`config.mk`:
```
export PLATFORM = sky130hd
export DESIGN_NAME = scaled_moving_average_ring
export DESIGN_NICKNAME = d
export VERILOG_FILES = /design/src/design/sma_pkg.sv /design/src/design/sma_ram.sv /design/src/design/sma_fifo.sv /design/src/design/sma_front.sv /design/src/design/sma_back.sv /design/src/design/scaled_moving_average_ring.sv
export SDC_FILE = /design/constraint.sdc
export NUM_CORES = 2
export LEC_CHECK = 0
export BUFFER_PORTS_ARGS = -buffer_cell sky130_fd_sc_hd__buf_2
export CORE_UTILIZATION = 35
export CTS_BUF_LIST = sky130_fd_sc_hd__clkbuf_2
export CTS_CLUSTER_SIZE = 24
export DETAILED_ROUTE_END_ITERATION = 6
export PLACE_DENSITY = 0.54
export SLEW_MARGIN = 10
export SYNTH_ARGS = -nofsm -noshare
export SYNTH_HDL_FRONTEND = slang
export SYNTH_HIERARCHICAL = 1
export SYNTH_SLANG_ARGS = --single-unit
export TNS_END_PERCENT = 5
```
`constraint.sdc`:
```
create_clock -name clk -period 18.86 [get_ports clk]
set_input_delay 0.943 -clock clk [delete_from_list [all_inputs] [get_ports clk]]
set_output_delay 0.943 -clock clk [all_outputs]
set_load 0.005 [all_outputs]
```
`src/design/sma_pkg.sv`:
```
// ----------------------------------------------------------------------------
// sma_pkg
// Shared types and constants of the scaled moving-average ring.
// ----------------------------------------------------------------------------
package sma_pkg;

  localparam int DATA_W = 16;
  localparam int SUM_W  = 23;
  localparam int WIN_W  = 6;
  localparam int POS_W  = 6;
  localparam int SLOT_W = 6;
  localparam int CFG_AW = 2;

  localparam logic [CFG_AW-1:0] CFG_GAIN   = 2'd0;
  localparam logic [CFG_AW-1:0] CFG_OFFSET = 2'd1;
  localparam logic [CFG_AW-1:0] CFG_WINDOW = 2'd2;

  localparam logic KIND_ADD  = 1'b0;
  localparam logic KIND_READ = 1'b1;

  localparam logic signed [DATA_W-1:0] GAIN_RST   = 16'sd256;
  localparam logic signed [DATA_W-1:0] OFFSET_RST = 16'sd0;
  localparam logic [WIN_W-1:0]         WINDOW_RST = 6'd8;

  typedef enum logic {
    OP_ADD  = 1'b0,
    OP_READ = 1'b1
  } op_t;

  typedef struct packed {
    op_t                       op;
    logic signed [DATA_W-1:0]  raw;
    logic [POS_W-1:0]          pos;
    logic                      past;
  } cmd_t;

  typedef struct packed {
    logic signed [DATA_W-1:0]  raw_value;
    logic signed [DATA_W-1:0]  filtered_value;
    logic [SLOT_W-1:0]         write_slot;
    logic                      is_full;
  } res_t;

endpackage

```
`src/design/sma_ram.sv`:
```
// ----------------------------------------------------------------------------
// sma_ram
// Generic single-write, single-read RAM with registered read data.
// ----------------------------------------------------------------------------
module sma_ram #(
  parameter int WIDTH = 16,
  parameter int DEPTH = 64
) (
  input  logic                     clk,
  input  logic                     we,
  input  logic [$clog2(DEPTH)-1:0] waddr,
  input  logic [WIDTH-1:0]         wdata,
  input  logic                     re,
  input  logic [$clog2(DEPTH)-1:0] raddr,
  output logic [WIDTH-1:0]         rdata
);

  logic [WIDTH-1:0] mem [DEPTH];
  logic [WIDTH-1:0] rdata_r;

  always_ff @(posedge clk) begin
    if (we) begin
      mem[waddr] <= wdata;
    end
    if (re) begin
      rdata_r <= mem[raddr];
    end
  end

  assign rdata = rdata_r;

endmodule

```
`src/design/sma_fifo.sv`:
```
// ----------------------------------------------------------------------------
// sma_fifo
// Two-entry queue between producer and consumer.
// ----------------------------------------------------------------------------
module sma_fifo #(
  parameter int WIDTH = 8
) (
  input  logic             clk,
  input  logic             rst_n,
  input  logic             wr_en,
  input  logic [WIDTH-1:0] wr_data,
  output logic             full,
  input  logic             rd_en,
  output logic [WIDTH-1:0] rd_data,
  output logic             empty
);

  logic [WIDTH-1:0] mem_r [2];
  logic             wptr_r;
  logic             rptr_r;
  logic [1:0]       count_r;
  logic             do_wr;
  logic             do_rd;

  assign full    = (count_r == 2'd2);
  assign empty   = (count_r == 2'd0);
  assign do_wr   = wr_en & ~full;
  assign do_rd   = rd_en & ~empty;
  assign rd_data = mem_r[rptr_r];

  always_ff @(posedge clk) begin
    if (!rst_n) begin
      wptr_r  <= 1'b0;
      rptr_r  <= 1'b0;
      count_r <= 2'd0;
    end else begin
      if (do_wr) begin
        wptr_r <= ~wptr_r;
      end
      if (do_rd) begin
        rptr_r <= ~rptr_r;
      end
      if (do_wr && !do_rd) begin
        count_r <= count_r + 2'd1;
      end else if (!do_wr && do_rd) begin
        count_r <= count_r - 2'd1;
      end
    end
  end

  always_ff @(posedge clk) begin
    if (do_wr) begin
      mem_r[wptr_r] <= wr_data;
    end
  end

endmodule

```
`src/design/sma_front.sv`:
```
// ----------------------------------------------------------------------------
// sma_front
// Accepts items, classifies them and scales add samples into the command queue.
// ----------------------------------------------------------------------------
module sma_front (
  input  logic                                clk,
  input  logic                                rst_n,
  input  logic                                in_push,
  output logic                                in_full,
  input  logic                                in_kind,
  input  logic signed [sma_pkg::DATA_W-1:0]   in_sample,
  input  logic [sma_pkg::POS_W-1:0]           in_position,
  input  logic                                in_look_past,
  input  logic signed [sma_pkg::DATA_W-1:0]   gain,
  input  logic signed [sma_pkg::DATA_W-1:0]   offset,
  output logic                                cmd_valid,
  output sma_pkg::cmd_t                       cmd,
  input  logic                                cmd_pop
);

  import sma_pkg::*;

  logic                   s1_valid_r;
  op_t                    s1_op_r;
  logic signed [31:0]     s1_prod_r;
  logic [POS_W-1:0]       s1_pos_r;
  logic                   s1_past_r;
  logic signed [31:0]     prod_nxt;
  op_t                    op_nxt;
  logic signed [24:0]     scaled;
  logic signed [DATA_W-1:0] raw_sat;
  logic                   q_full;
  logic                   q_empty;
  logic                   accept;
  cmd_t                   q_in;
  logic [$bits(cmd_t)-1:0] q_out;

  assign accept   = in_push & ~in_full;
  assign in_full  = s1_valid_r & q_full;
  assign prod_nxt = gain * in_sample;

  always_comb begin
    case (in_kind)
      KIND_ADD:  op_nxt = OP_ADD;
      KIND_READ: op_nxt = OP_READ;
      default:   op_nxt = OP_ADD;
    endcase
  end

  always_ff @(posedge clk) begin
    if (!rst_n) begin
      s1_valid_r <= 1'b0;
    end else begin
      s1_valid_r <= accept | (s1_valid_r & q_full);
    end
  end

  always_ff @(posedge clk) begin
    if (accept) begin
      s1_op_r   <= op_nxt;
      s1_prod_r <= prod_nxt;
      s1_pos_r  <= in_position;
      s1_past_r <= in_look_past;
    end
  end

  assign scaled = 25'(s1_prod_r >>> 8) + 25'(offset);

  always_comb begin
    if (scaled > 25'sd32767) begin
      raw_sat = 16'sh7FFF;
    end else if (scaled < -25'sd32768) begin
      raw_sat = 16'sh8000;
    end else begin
      raw_sat = scaled[DATA_W-1:0];
    end
  end

  always_comb begin
    q_in.op   = s1_op_r;
    q_in.raw  = raw_sat;
    q_in.pos  = s1_pos_r;
    q_in.past = s1_past_r;
  end

  sma_fifo #(
    .WIDTH($bits(cmd_t))
  ) u_cmd_q (
    .clk     (clk),
    .rst_n   (rst_n),
    .wr_en   (s1_valid_r),
    .wr_data (q_in),
    .full    (q_full),
    .rd_en   (cmd_pop),
    .rd_data (q_out),
    .empty   (q_empty)
  );

  assign cmd_valid = ~q_empty;
  assign cmd       = cmd_t'(q_out);

endmodule

```
`src/design/sma_back.sv`:
```
// ----------------------------------------------------------------------------
// sma_back
// Executes commands: ring update, running sum, averaging divider and reads.
// ----------------------------------------------------------------------------
module sma_back #(
  parameter int DEPTH = 64
) (
  input  logic                          clk,
  input  logic                          rst_n,
  input  logic [sma_pkg::WIN_W-1:0]     window_len,
  input  logic                          cmd_valid,
  input  sma_pkg::cmd_t                 cmd,
  output logic                          cmd_pop,
  output logic                          res_push,
  output sma_pkg::res_t                 res,
  input  logic                          res_full
);

  import sma_pkg::*;

  localparam int ADDR_W = $clog2(DEPTH);
  localparam logic signed [8:0] DEPTH_S = 9'(DEPTH);
  localparam logic [ADDR_W-1:0] LAST_SLOT = ADDR_W'(DEPTH - 1);
  localparam logic [4:0] DIV_LAST = 5'(SUM_W - 1);

  typedef enum logic [2:0] {
    S_IDLE,
    S_WRAP,
    S_FETCH,
    S_LATCH,
    S_SUM,
    S_DIV,
    S_FIN,
    S_DONE
  } state_t;

  state_t                   state_r;
  op_t                      op_r;
  logic signed [DATA_W-1:0] raw_r;
  logic signed [8:0]        e_r;
  logic [ADDR_W-1:0]        addr_r;
  logic [SUM_W-1:0]         sum_r;
  logic [ADDR_W-1:0]        slot_r;
  logic                     full_r;
  logic [DEPTH-1:0]         valid_r;
  logic                     vld_q_r;
  logic signed [DATA_W-1:0] drop_r;
  logic                     sign_r;
  logic [WIN_W-1:0]         rem_r;
  logic [SUM_W-1:0]         dvd_r;
  logic [4:0]               cnt_r;
  logic [WIN_W-1:0]         w_r;
  res_t                     res_r;

  logic [WIN_W-1:0]         w_eff;
  logic [SUM_W-1:0]         sum_new;
  logic [SUM_W-1:0]         mag_new;
  logic [WIN_W:0]           trial;
  logic                     q_bit;
  logic signed [DATA_W-1:0] avg_sat;
  logic [ADDR_W-1:0]        slot_inc;
  logic [ADDR_W+SLOT_W-1:0] slot_ext;
  logic [ADDR_W+SLOT_W-1:0] slot_inc_ext;
  logic [DATA_W-1:0]        s_rdata;
  logic [DATA_W-1:0]        a_rdata;
  logic                     s_we;
  logic                     a_we;
  logic                     re;
  logic                     in_range;

  assign w_eff    = (window_len == '0) ? WIN_W'(1) : window_len;
  assign sum_new  = sum_r + SUM_W'(raw_r) - SUM_W'(drop_r);
  assign mag_new  = sum_new[SUM_W-1] ? (~sum_new + SUM_W'(1)) : sum_new;
  assign trial    = {rem_r, dvd_r[SUM_W-1]};
  assign q_bit    = (trial >= {1'b0, w_r});
  assign slot_inc = (slot_r == LAST_SLOT) ? '0 : slot_r + ADDR_W'(1);
  assign slot_ext     = {{SLOT_W{1'b0}}, slot_r};
  assign slot_inc_ext = {{SLOT_W{1'b0}}, slot_inc};
  assign in_range = (e_r >= 9'sd0) && (e_r < DEPTH_S);

  always_comb begin
    if (sign_r) begin
      if (dvd_r > SUM_W'(32768)) begin
        avg_sat = 16'sh8000;
      end else begin
        avg_sat = DATA_W'(~dvd_r + SUM_W'(1));
      end
    end else begin
      if (dvd_r > SUM_W'(32767)) begin
        avg_sat = 16'sh7FFF;
      end else begin
        avg_sat = DATA_W'(dvd_r);
      end
    end
  end

  assign cmd_pop  = (state_r == S_IDLE) & cmd_valid;
  assign s_we     = cmd_pop & (cmd.op == OP_ADD);
  assign a_we     = (state_r == S_FIN);
  assign re       = (state_r == S_FETCH);
  assign res_push = (state_r == S_DONE) & ~res_full;
  assign res      = res_r;

  always_ff @(posedge clk) begin
    if (!rst_n) begin
      state_r <= S_IDLE;
      sum_r   <= '0;
      slot_r  <= '0;
      full_r  <= 1'b0;
      valid_r <= '0;
    end else begin
      case (state_r)
        S_IDLE: begin
          if (cmd_valid) begin
            op_r  <= cmd.op;
            raw_r <= cmd.raw;
            w_r   <= w_eff;
            case (cmd.op)
              OP_ADD: begin
                valid_r[slot_r] <= 1'b1;
                e_r <= $signed(9'(slot_r) - 9'(w_eff));
              end
              default: begin
                if (cmd.past) begin
                  e_r <= $signed(9'(slot_r) - 9'd1 - 9'(cmd.pos));
                end else begin
                  e_r <= $signed(9'(slot_r) - 9'd1 + 9'(cmd.pos));
                end
              end
            endcase
            state_r <= S_WRAP;
          end
        end
        S_WRAP: begin
          if (e_r < 9'sd0) begin
            e_r <= e_r + DEPTH_S;
          end else if (!in_range) begin
            e_r <= e_r - DEPTH_S;
          end else begin
            addr_r <= e_r[ADDR_W-1:0];
            if (op_r == OP_ADD && e_r[ADDR_W-1:0] == slot_r) begin
              drop_r  <= raw_r;
              state_r <= S_SUM;
            end else begin
              state_r <= S_FETCH;
            end
          end
        end
        S_FETCH: begin
          vld_q_r <= valid_r[addr_r];
          state_r <= S_LATCH;
        end
        S_LATCH: begin
          if (op_r == OP_ADD) begin
            drop_r  <= vld_q_r ? $signed(s_rdata) : '0;
            state_r <= S_SUM;
          end else begin
            res_r.raw_value      <= vld_q_r ? $signed(s_rdata) : '0;
            res_r.filtered_value <= vld_q_r ? $signed(a_rdata) : '0;
            res_r.write_slot     <= slot_ext[SLOT_W-1:0];
            res_r.is_full        <= full_r;
            state_r              <= S_DONE;
          end
        end
        S_SUM: begin
          sum_r   <= sum_new;
          sign_r  <= sum_new[SUM_W-1];
          dvd_r   <= mag_new;
          rem_r   <= '0;
          cnt_r   <= '0;
          state_r <= S_DIV;
        end
        S_DIV: begin
          rem_r <= q_bit ? WIN_W'(trial - {1'b0, w_r}) : trial[WIN_W-1:0];
          dvd_r <= {dvd_r[SUM_W-2:0], q_bit};
          cnt_r <= cnt_r + 5'd1;
          if (cnt_r == DIV_LAST) begin
            state_r <= S_FIN;
          end
        end
        S_FIN: begin
          slot_r <= slot_inc;
          if (slot_r == LAST_SLOT) begin
            full_r <= 1'b1;
          end
          res_r.raw_value      <= raw_r;
          res_r.filtered_value <= avg_sat;
          res_r.write_slot     <= slot_inc_ext[SLOT_W-1:0];
          res_r.is_full        <= full_r | (slot_r == LAST_SLOT);
          state_r              <= S_DONE;
        end
        S_DONE: begin
          if (!res_full) begin
            state_r <= S_IDLE;
          end
        end
        default: begin
          state_r <= S_IDLE;
        end
      endcase
    end
  end

  sma_ram #(
    .WIDTH(DATA_W),
    .DEPTH(DEPTH)
  ) u_sample_ram (
    .clk   (clk),
    .we    (s_we),
    .waddr (slot_r),
    .wdata (cmd.raw),
    .re    (re),
    .raddr (addr_r),
    .rdata (s_rdata)
  );

  sma_ram #(
    .WIDTH(DATA_W),
    .DEPTH(DEPTH)
  ) u_average_ram (
    .clk   (clk),
    .we    (a_we),
    .waddr (slot_r),
    .wdata (avg_sat),
    .re    (re),
    .raddr (addr_r),
    .rdata (a_rdata)
  );

endmodule

```
`src/design/scaled_moving_average_ring.sv`:
```
// ----------------------------------------------------------------------------
// scaled_moving_average_ring
// Scaled sample ring with running-sum moving average and positional reads.
// ----------------------------------------------------------------------------
// An add item is scaled by gain (Q8.8), offset and saturated, stored in a ring
// of DEPTH entries, and the windowed average of the last window_len samples is
// stored in a second ring; a read item returns both entries at a distance from
// the newest one. Every item yields one result. Items enter a one-stage front
// and a two-entry command queue; the back end handles one item at a time. An
// add brings its drop slot into range in S_WRAP, one DEPTH wrap per step, and
// then runs the 23 steps of the restoring divider, one quotient bit per cycle;
// a read brings its position into range the same way and then reads both rings
// through the single read port of each. Results wait in a two-entry output
// queue. Both rings read as zero until written; no clearing pass is needed
// after reset.
// ----------------------------------------------------------------------------
module scaled_moving_average_ring #(
  parameter int DEPTH = 64
) (
  input  logic                               clk,
  input  logic                               rst_n,
  input  logic                               cfg_we,
  input  logic [sma_pkg::CFG_AW-1:0]         cfg_addr,
  input  logic [sma_pkg::DATA_W-1:0]         cfg_wdata,
  input  logic                               push,
  output logic                               full,
  input  logic                               in_kind,
  input  logic signed [sma_pkg::DATA_W-1:0]  in_sample,
  input  logic [sma_pkg::POS_W-1:0]          in_position,
  input  logic                               in_look_past,
  output logic                               empty,
  input  logic                               pop,
  output logic signed [sma_pkg::DATA_W-1:0]  out_raw_value,
  output logic signed [sma_pkg::DATA_W-1:0]  out_filtered_value,
  output logic [sma_pkg::SLOT_W-1:0]         out_write_slot,
  output logic                               out_is_full
);

  import sma_pkg::*;

  logic signed [DATA_W-1:0] gain_r;
  logic signed [DATA_W-1:0] offset_r;
  logic [WIN_W-1:0]         window_r;
  logic                     cmd_valid;
  cmd_t                     cmd;
  logic                     cmd_pop;
  logic                     res_push;
  res_t                     res_in;
  logic                     res_full;
  logic [$bits(res_t)-1:0]  res_q;
  res_t                     res_out;

  always_ff @(posedge clk) begin
    if (!rst_n) begin
      gain_r   <= GAIN_RST;
      offset_r <= OFFSET_RST;
      window_r <= WINDOW_RST;
    end else if (cfg_we) begin
      case (cfg_addr)
        CFG_GAIN:   gain_r   <= cfg_wdata;
        CFG_OFFSET: offset_r <= cfg_wdata;
        CFG_WINDOW: window_r <= cfg_wdata[WIN_W-1:0];
        default: ;
      endcase
    end
  end

  sma_front u_front (
    .clk          (clk),
    .rst_n        (rst_n),
    .in_push      (push),
    .in_full      (full),
    .in_kind      (in_kind),
    .in_sample    (in_sample),
    .in_position  (in_position),
    .in_look_past (in_look_past),
    .gain         (gain_r),
    .offset       (offset_r),
    .cmd_valid    (cmd_valid),
    .cmd          (cmd),
    .cmd_pop      (cmd_pop)
  );

  sma_back #(
    .DEPTH(DEPTH)
  ) u_back (
    .clk        (clk),
    .rst_n      (rst_n),
    .window_len (window_r),
    .cmd_valid  (cmd_valid),
    .cmd        (cmd),
    .cmd_pop    (cmd_pop),
    .res_push   (res_push),
    .res        (res_in),
    .res_full   (res_full)
  );

  sma_fifo #(
    .WIDTH($bits(res_t))
  ) u_res_q (
    .clk     (clk),
    .rst_n   (rst_n),
    .wr_en   (res_push),
    .wr_data (res_in),
    .full    (res_full),
    .rd_en   (pop),
    .rd_data (res_q),
    .empty   (empty)
  );

  assign res_out            = res_t'(res_q);
  assign out_raw_value      = res_out.raw_value;
  assign out_filtered_value = res_out.filtered_value;
  assign out_write_slot     = res_out.write_slot;
  assign out_is_full        = res_out.is_full;

endmodule
```
After elaboration in Yosys (flattened, before gate mapping)
Memories as Yosys holds them, arrays and structs flattened. A register that Yosys moved wholly into a read port is not among the register bits.
Cells that the tools add are included.
{"block": "op_classes", "add_sub_neg": 18, "multipliers": 1, "magnitude_cmp": 11, "n_eq_ne": 23, "n_mux": 56, "bitwise_logic": 27, "reduce_logical": 36}
{"operator": "$mux 16", "count": 11}
{"operator": "$pmux 39 s2", "count": 1}
{"operator": "$or 64x64->64", "count": 1}
{"operator": "$pmux 23 s2", "count": 1}
{"operator": "$mux 9", "count": 5}
{"operator": "$mux 39", "count": 1}
{"operator": "$mul 16x16->32", "count": 1}
{"operator": "$pmux 16 s2", "count": 1}
{"operator": "$add 24x16->25", "count": 1}
{"operator": "$gt 25x16->1 const B", "count": 1}
{"operator": "$lt 25x16->1 const B", "count": 1}
{"operator": "$pmux 3 s8", "count": 1}
{"operator": "$add 23x1->23 const B", "count": 1}
{"operator": "$add 23x23->23", "count": 1}
{"operator": "$gt 23x15->1 const B", "count": 1}
{"operator": "$gt 23x16->1 const B", "count": 1}
{"operator": "$mux 23", "count": 1}
{"operator": "$not 23->23", "count": 1}
{"operator": "$sub 23x23->23", "count": 1}
{"operator": "$mux 3", "count": 6}
{"operator": "$mux 6", "count": 3}
{"operator": "$pmux 9 s2", "count": 1}
{"operator": "$add 16x1->16 const B", "count": 1}
{"operator": "$not 16->16", "count": 1}
{"operator": "49 further kinds", "count": 127}
{"block": "totals", "regBits": 313, "ramBits": 2174, "inputBits": 47, "output_inout_bits": 41, "wordCells": 210, "mem_count": 4}
{"name": "u_back.u_average_ram.mem", "depth": 64, "word_bits": 16, "read_ports": 1, "rd_ports_with_merged_regs": 1, "write_ports": 1, "line_no": "sma_ram.sv:18", "text": "logic [WIDTH-1:0] mem [DEPTH];"}
{"name": "u_back.u_sample_ram.mem", "depth": 64, "word_bits": 16, "read_ports": 1, "rd_ports_with_merged_regs": 1, "write_ports": 1, "line_no": "sma_ram.sv:18"}
{"name": "u_res_q.mem_r", "depth": 2, "word_bits": 39, "read_ports": 1, "rd_ports_with_merged_regs": 1, "write_ports": 1, "line_no": "sma_fifo.sv:18", "text": "logic [WIDTH-1:0] mem_r [2];"}
{"name": "u_front.u_cmd_q.mem_r", "depth": 2, "word_bits": 24, "read_ports": 1, "rd_ports_with_merged_regs": 1, "write_ports": 1, "line_no": "sma_fifo.sv:18"}

Logic depth before layout (Yosys ltp)
{"block": "logic_depth", "depth_word": 8, "ltp_mapped": 24, "mapped_depth_nobuf": 23}

Hierarchy
The synthesis kept the hierarchy.
{"module": "sma_ram", "instances": 2, "cells_each": 1829, "area_each_um2": 40202.3, "seq_area_each_um2": 31230.0}
{"module": "sma_back", "instances": 1, "cells_each": 1499, "area_each_um2": 13749.4, "seq_area_each_um2": 5815.6}
{"module": "sma_front", "instances": 1, "cells_each": 1357, "area_each_um2": 12405.6, "seq_area_each_um2": 980.9}
{"module": "sma_fifo at u_res_q", "instances": 1, "cells_each": 146, "area_each_um2": 3041.7, "seq_area_each_um2": 2442.3}
{"module": "sma_fifo at u_front.u_cmd_q", "instances": 1, "cells_each": 100, "area_each_um2": 1960.6, "seq_area_each_um2": 1541.5}
{"module": "scaled_moving_average_ring", "instances": 1, "cells_each": 145, "area_each_um2": 1476.4, "seq_area_each_um2": 760.7}

Worst setup path after synthesis
OpenSTA, ideal clock, no wires.
{"block": "synth_timing", "kind": "reg2reg", "from": "reg u_back.dvd_r[0]", "to": "mem u_back.u_average_ram.mem[0][12], data pin", "setup_time_ps": 1024, "arrival_time_ps": 6193, "required_time_ps": 17836, "slack_ps": 11643, "path_stages_with_launch": 9, "path_buffers": 1, "synth_period_minus_slack_ps": 7217, "cell_sequence": "edfxtp_1 inv_1 ha_1 nor3b_1 nand4_1 o41ai_1 nand4_1 clkbuf_1 o311ai_0"}
{"block": "synth_between", "elab_chain_len": 4, "word_cells_on_any_way": 7}
{"item": "start: declaration", "line_no": "sma_back.sv:50", "text": "logic [SUM_W-1:0] dvd_r;"}
{"item": "start signal: assignment", "line_no": "sma_back.sv:168", "text": "dvd_r <= mag_new;"}
{"item": "start signal: assignment", "line_no": "sma_back.sv:175", "text": "dvd_r <= {dvd_r[SUM_W-2:0], q_bit};"}
{"item": "$not 16->16", "line_no": "sma_back.sv:86", "text": "avg_sat = DATA_W'(~dvd_r + SUM_W'(1));"}
{"item": "$add 16x1->16", "line_no": "sma_back.sv:86"}
{"item": "$mux 16", "line_no": "sma_back.sv:83", "text": "if (dvd_r > SUM_W'(32768)) begin"}
{"item": "$mux 16 (*)", "line_no": "sma_back.sv:82", "text": "if (sign_r) begin"}
{"item": "via u_back.avg_sat[12]", "line_no": "sma_back.sv:60", "text": "logic signed [DATA_W-1:0] avg_sat;"}
{"item": "end: declaration", "line_no": "sma_ram.sv:18"}
Mark *: on every way through the listed nets, which the timed path passes. The rest lies on a longest branch.

Worst setup path after layout
{"block": "layout_timing", "from": "reg gain_r[15]", "to": "reg u_front.s1_prod_r[31], data pin"}
{"block": "layout_between", "elab_chain_len": 1}
{"item": "start: declaration", "line_no": "scaled_moving_average_ring.sv:41", "text": "logic signed [DATA_W-1:0] gain_r;"}
{"item": "start signal: assignment", "line_no": "scaled_moving_average_ring.sv:60", "text": "CFG_GAIN: gain_r <= cfg_wdata;"}
{"item": "$mul 16x16->32", "line_no": "sma_front.sv:40", "text": "assign prod_nxt = gain * in_sample;"}
{"item": "via u_front.prod_nxt[31]", "line_no": "sma_front.sv:28", "text": "logic signed [31:0] prod_nxt;"}
{"item": "end signal: assignment", "line_no": "sma_front.sv:61", "text": "s1_prod_r <= prod_nxt;"}
{"item": "end: declaration", "line_no": "sma_front.sv:25", "text": "logic signed [31:0] s1_prod_r;"}
The timed path passes the listed nets, and every way through them passes these cells.
A chain may end at the register's enable or synchronous reset.

==> metrics <==
status complete, but fails checks; violated checks design-rule violations; number of synthesized flops with an enable pin 2367; post-route ant nets 0; CP arrival 9.08 ns; Setup crit end kind flop; Worst Hold Class primary input to flop; Placement Setup Slack 11.09 ns; via count 63500; CP Buf/Inv Count 5; Slew @ Worst Pin 1.21 ns; most numerous cell in the Yosys netlist edfxtp_1; Synth warnings 6; cell count of the worst hold path 8; initial antenna violation count 16; core outline area 321000 µm²; row cnt 208; initial drt markers 5476; FF/Latch Area 74000 µm²; Synth area leader edfxtp_1; critical path class flop to flop; WP data required 20.63 ns; Setup Skew 0.201 ns; cell mode on critical path fa_1; total CTS buffers 648; die area 325000 µm²; PortBufs 87; Reg2Reg Capture Point u_front/s1_prod_r[31]$_DFFE_PP_; Worst path max stage delay 0.78 ns; latest clock arrival within the worst-skew pair 2.11 ns; top post-synthesis cells by count edfxtp_1, nand2_1, inv_1; cells on worst reg2reg path 22; Die Y 570 µm; hold path startpoint in_sample[13]; post-synthesis xor/xnor area fraction 0.657%; vias per std cell 5.15; gr ovfl total 0; Post-Synthesis Cells 6905; area of the multi-input gates 35300 µm²; CTS max path bufs 4; Pwr Density 96.5 nW/µm²; number of global-route vias before repair 66200; simple-gate share of the synthesized area 6.18%; Compound-Gate Fraction of Synth Area 4.91%; # DRC 1; Cell Chain, Critical Path nand2_1 > inv_1 > fa_1 > inv_1 > fa_1 > inv_1 > fa_1 > fa_1 > fa_1 > inv_1 > fa_1 > inv_1 > ha_1 > a21o_1 > a21o_1 > a21oi_1 > a21boi_0 > nor3_1 > a2111oi_2 > a2bb2oi_1 > a21oi_1 > xnor2_1; CP max FO 17; fin util 39.0%; Synth Area per Inst 16.4 µm²; reg-to-reg slack, setup 11.55 ns; leakage 43.9 nW; mux contribution to synthesized area 12.4%; Final setup viols 0; FF-to-FF Start gain_r[15]$_SDFFE_PN0P_; Fmax achieved 137 MHz; Root Driver clkbuf_2; synthesis-stage register bit count 2513; CTS tree yes; Synth Flop Type edfxtp_1; fin crit share 38.8%; clk sink count 2513; startpoint types flop; # IOs 88; Reg clk slew, reported paths 0.11 ns; top cells by area, synth edfxtp_1, mux4_2, fa_1; post-synthesis adder-cell area fraction 6.90%; Seq/Total Area, Yosys 65.5%; Total Neg Setup Slack 0 ns; CP max-delay cell dfxtp_1; total power 12.1 mW; fin crit period 7.31 ns; Hold EP u_front/s1_prod_r[31]$_DFFE_PP_; Die W 570 µm; H-tree depth 6; worst relative slew slack 19.3%; max-slew violation count 0; Detailed Place HPWL 177000 µm; RSZ-0062 raised after global routing false; FILL cells 30200; Distinct cells, synth 103; first-pass GRT wire length 432000 µm; fin worst setup slack 11.55 ns; worst vdd ir 0.0815 mV; synthesized area 113000 µm²; Routed wire per std cell 23.7 µm; critical path's top delay family adder cells; Post-Route WL 293000 µm; Final Hold Slack 0.330 ns; main combinational cell family by area after synthesis multiplexers; Initial Util 35.2%; Mapped Nets 7403; largest net degree at the start of global routing 130; drt pass-1 iters 7; post-CTS sizing 0; area share of the largest cell type after synthesis 62.9%; Max Cap Violations 0; area growth from synthesis to layout 10.9%; Nets 8087; gr usage total 17.8%; Hold Fails Final Rpt 0; Async S/R FF share, synth 0%; share of post-route cells with drive strength above 1 24.9%; gpl congestion 0.828
-- routing by layer --
| metal | track usage (%) | part of all wire (%) | up-vias |
|---|---|---|---|
| met3 | 2.85 | 5.4 | 440 |
| met1 | 23.8 | 43 | 33100 |
| met5 | 0 | 0.0092 | - |
| met2 | 29.8 | 49 | 1953 |
| li1 | - | - | 28000 |
| met4 | 5.51 | 2.5 | 4 |
-- logic make-up (layout without fill, tap and decap cells) --
kind of cell / Yosys count / count (layout)
buf+inv: 832 / 1960
fa+ha+maj: 451 / 451
compound gates: 789 / 789
other cells: 0 / 8
simple gates: 1438 / 1438
xor+xnor: 84 / 84
mux: 798 / 798
flops: 2513 / 2513
-- area by class of cell --
| class | count | share of cell area [%] |
|---|---|---|
| inverter | 477 | 1.43 |
| multi-input combinational | 3560 | 28.2 |
| clock inverter | 143 | 0.734 |
| tap | 4305 | 4.30 |
| clock buffer | 951 | 3.80 |
| sequential | 2513 | 59.1 |
| antenna | 8 | 0.0160 |
| timing repair buffer | 389 | 2.47 |
-- worst reg2reg max path, cell delays in order, from the launching register on --
cell and delay (ns):
dfxtp_1 0.78, nand2_1 0.20, inv_1 0.17, fa_1 0.51, inv_1 0.24, fa_1 0.45, inv_1 0.09, fa_1 0.43
fa_1 0.49, fa_1 0.55, inv_1 0.05, fa_1 0.53, inv_1 0.04, ha_1 0.34, a21o_1 0.19, a21o_1 0.18
a21oi_1 0.27, a21boi_0 0.41, nor3_1 0.13, a2111oi_2 0.53, a2bb2oi_1 0.17, a21oi_1 0.20, xnor2_1 0.08
-- power breakdown --
part           internal [mW]  switching (mW)  leakage [nW]
clock                   1.48            2.22          4.40
sequential              6.48          0.0514          22.5
combinational          0.605            1.26          17.1
-- state kept, by name, indices dropped and copies added, names as in the netlist, 9 cells and up, named ones only --
name	flops
gain_r	16
offset_r	16
u_back/drop_r	16
u_back/dvd_r	23
u_back/e_r	9
u_back/raw_r	16
u_back/res	39
u_back/sum_r	23
u_back/u_average_ram/mem	1024
u_back/u_average_ram/rdata	16
u_back/u_sample_ram/mem	1024
u_back/u_sample_ram/rdata	16
u_back/valid_r	64
u_front/s1_prod_r	24
u_front/u_cmd_q/mem_r	48
u_res_q/mem_r	78
-- timing repair --
item / CTS / global route
hold buffers: 91 / 0
buffers inserted: 0 / 0
endpoints found under the hold margin: 321 / 0
-- metrics by stage --
| step | instances | area (µm²) |
|---|---|---|
| after detailed placement | 11200 | 119000 |
| after global routing | 12300 | 125000 |
| after CTS | 12300 | 125000 |
| final | 12300 | 125000 |
| after floorplan | 6905 | 113000 |
| after global placement | 11200 | 119000 |
-- layout by cell type (no fill, tap or decap), types with 117 or more instances in the layout --
cell type  count
fa_1         288
mux2_2       117
a21oi_1      148
ha_1         163
nand2_1      486
mux2i_1      212
edfxtp_1    2367
buf_4        201
and2_1       154
nor2_1       317
mux4_2       461
inv_1        473
dfxtp_1      140
clkbuf_2     951
-- worst max-delay path by stage --
stage                                    from                                        end  slack, ns  cells after the start
finish                gain_r[15]$_SDFFE_PN0P_            u_front/s1_prod_r[31]$_DFFE_PP_      11.55                     22
global route          gain_r[15]$_SDFFE_PN0P_            u_front/s1_prod_r[31]$_DFFE_PP_      10.98                     22
CTS                   gain_r[15]$_SDFFE_PN0P_            u_front/s1_prod_r[31]$_DFFE_PP_      11.56                     22
detailed placement               in_sample[3]            u_front/s1_prod_r[31]$_DFFE_PP_      11.09                     22
global placement                 in_sample[2]            u_front/s1_prod_r[31]$_DFFE_PP_      11.12                     23
floorplan           u_back/dvd_r[0]$_DFFE_PP_  u_back/u_average_ram/mem[0][12]$_DFFE_PP_      11.64                      8
No activity file was read; power rests on OpenSTA's default activity.
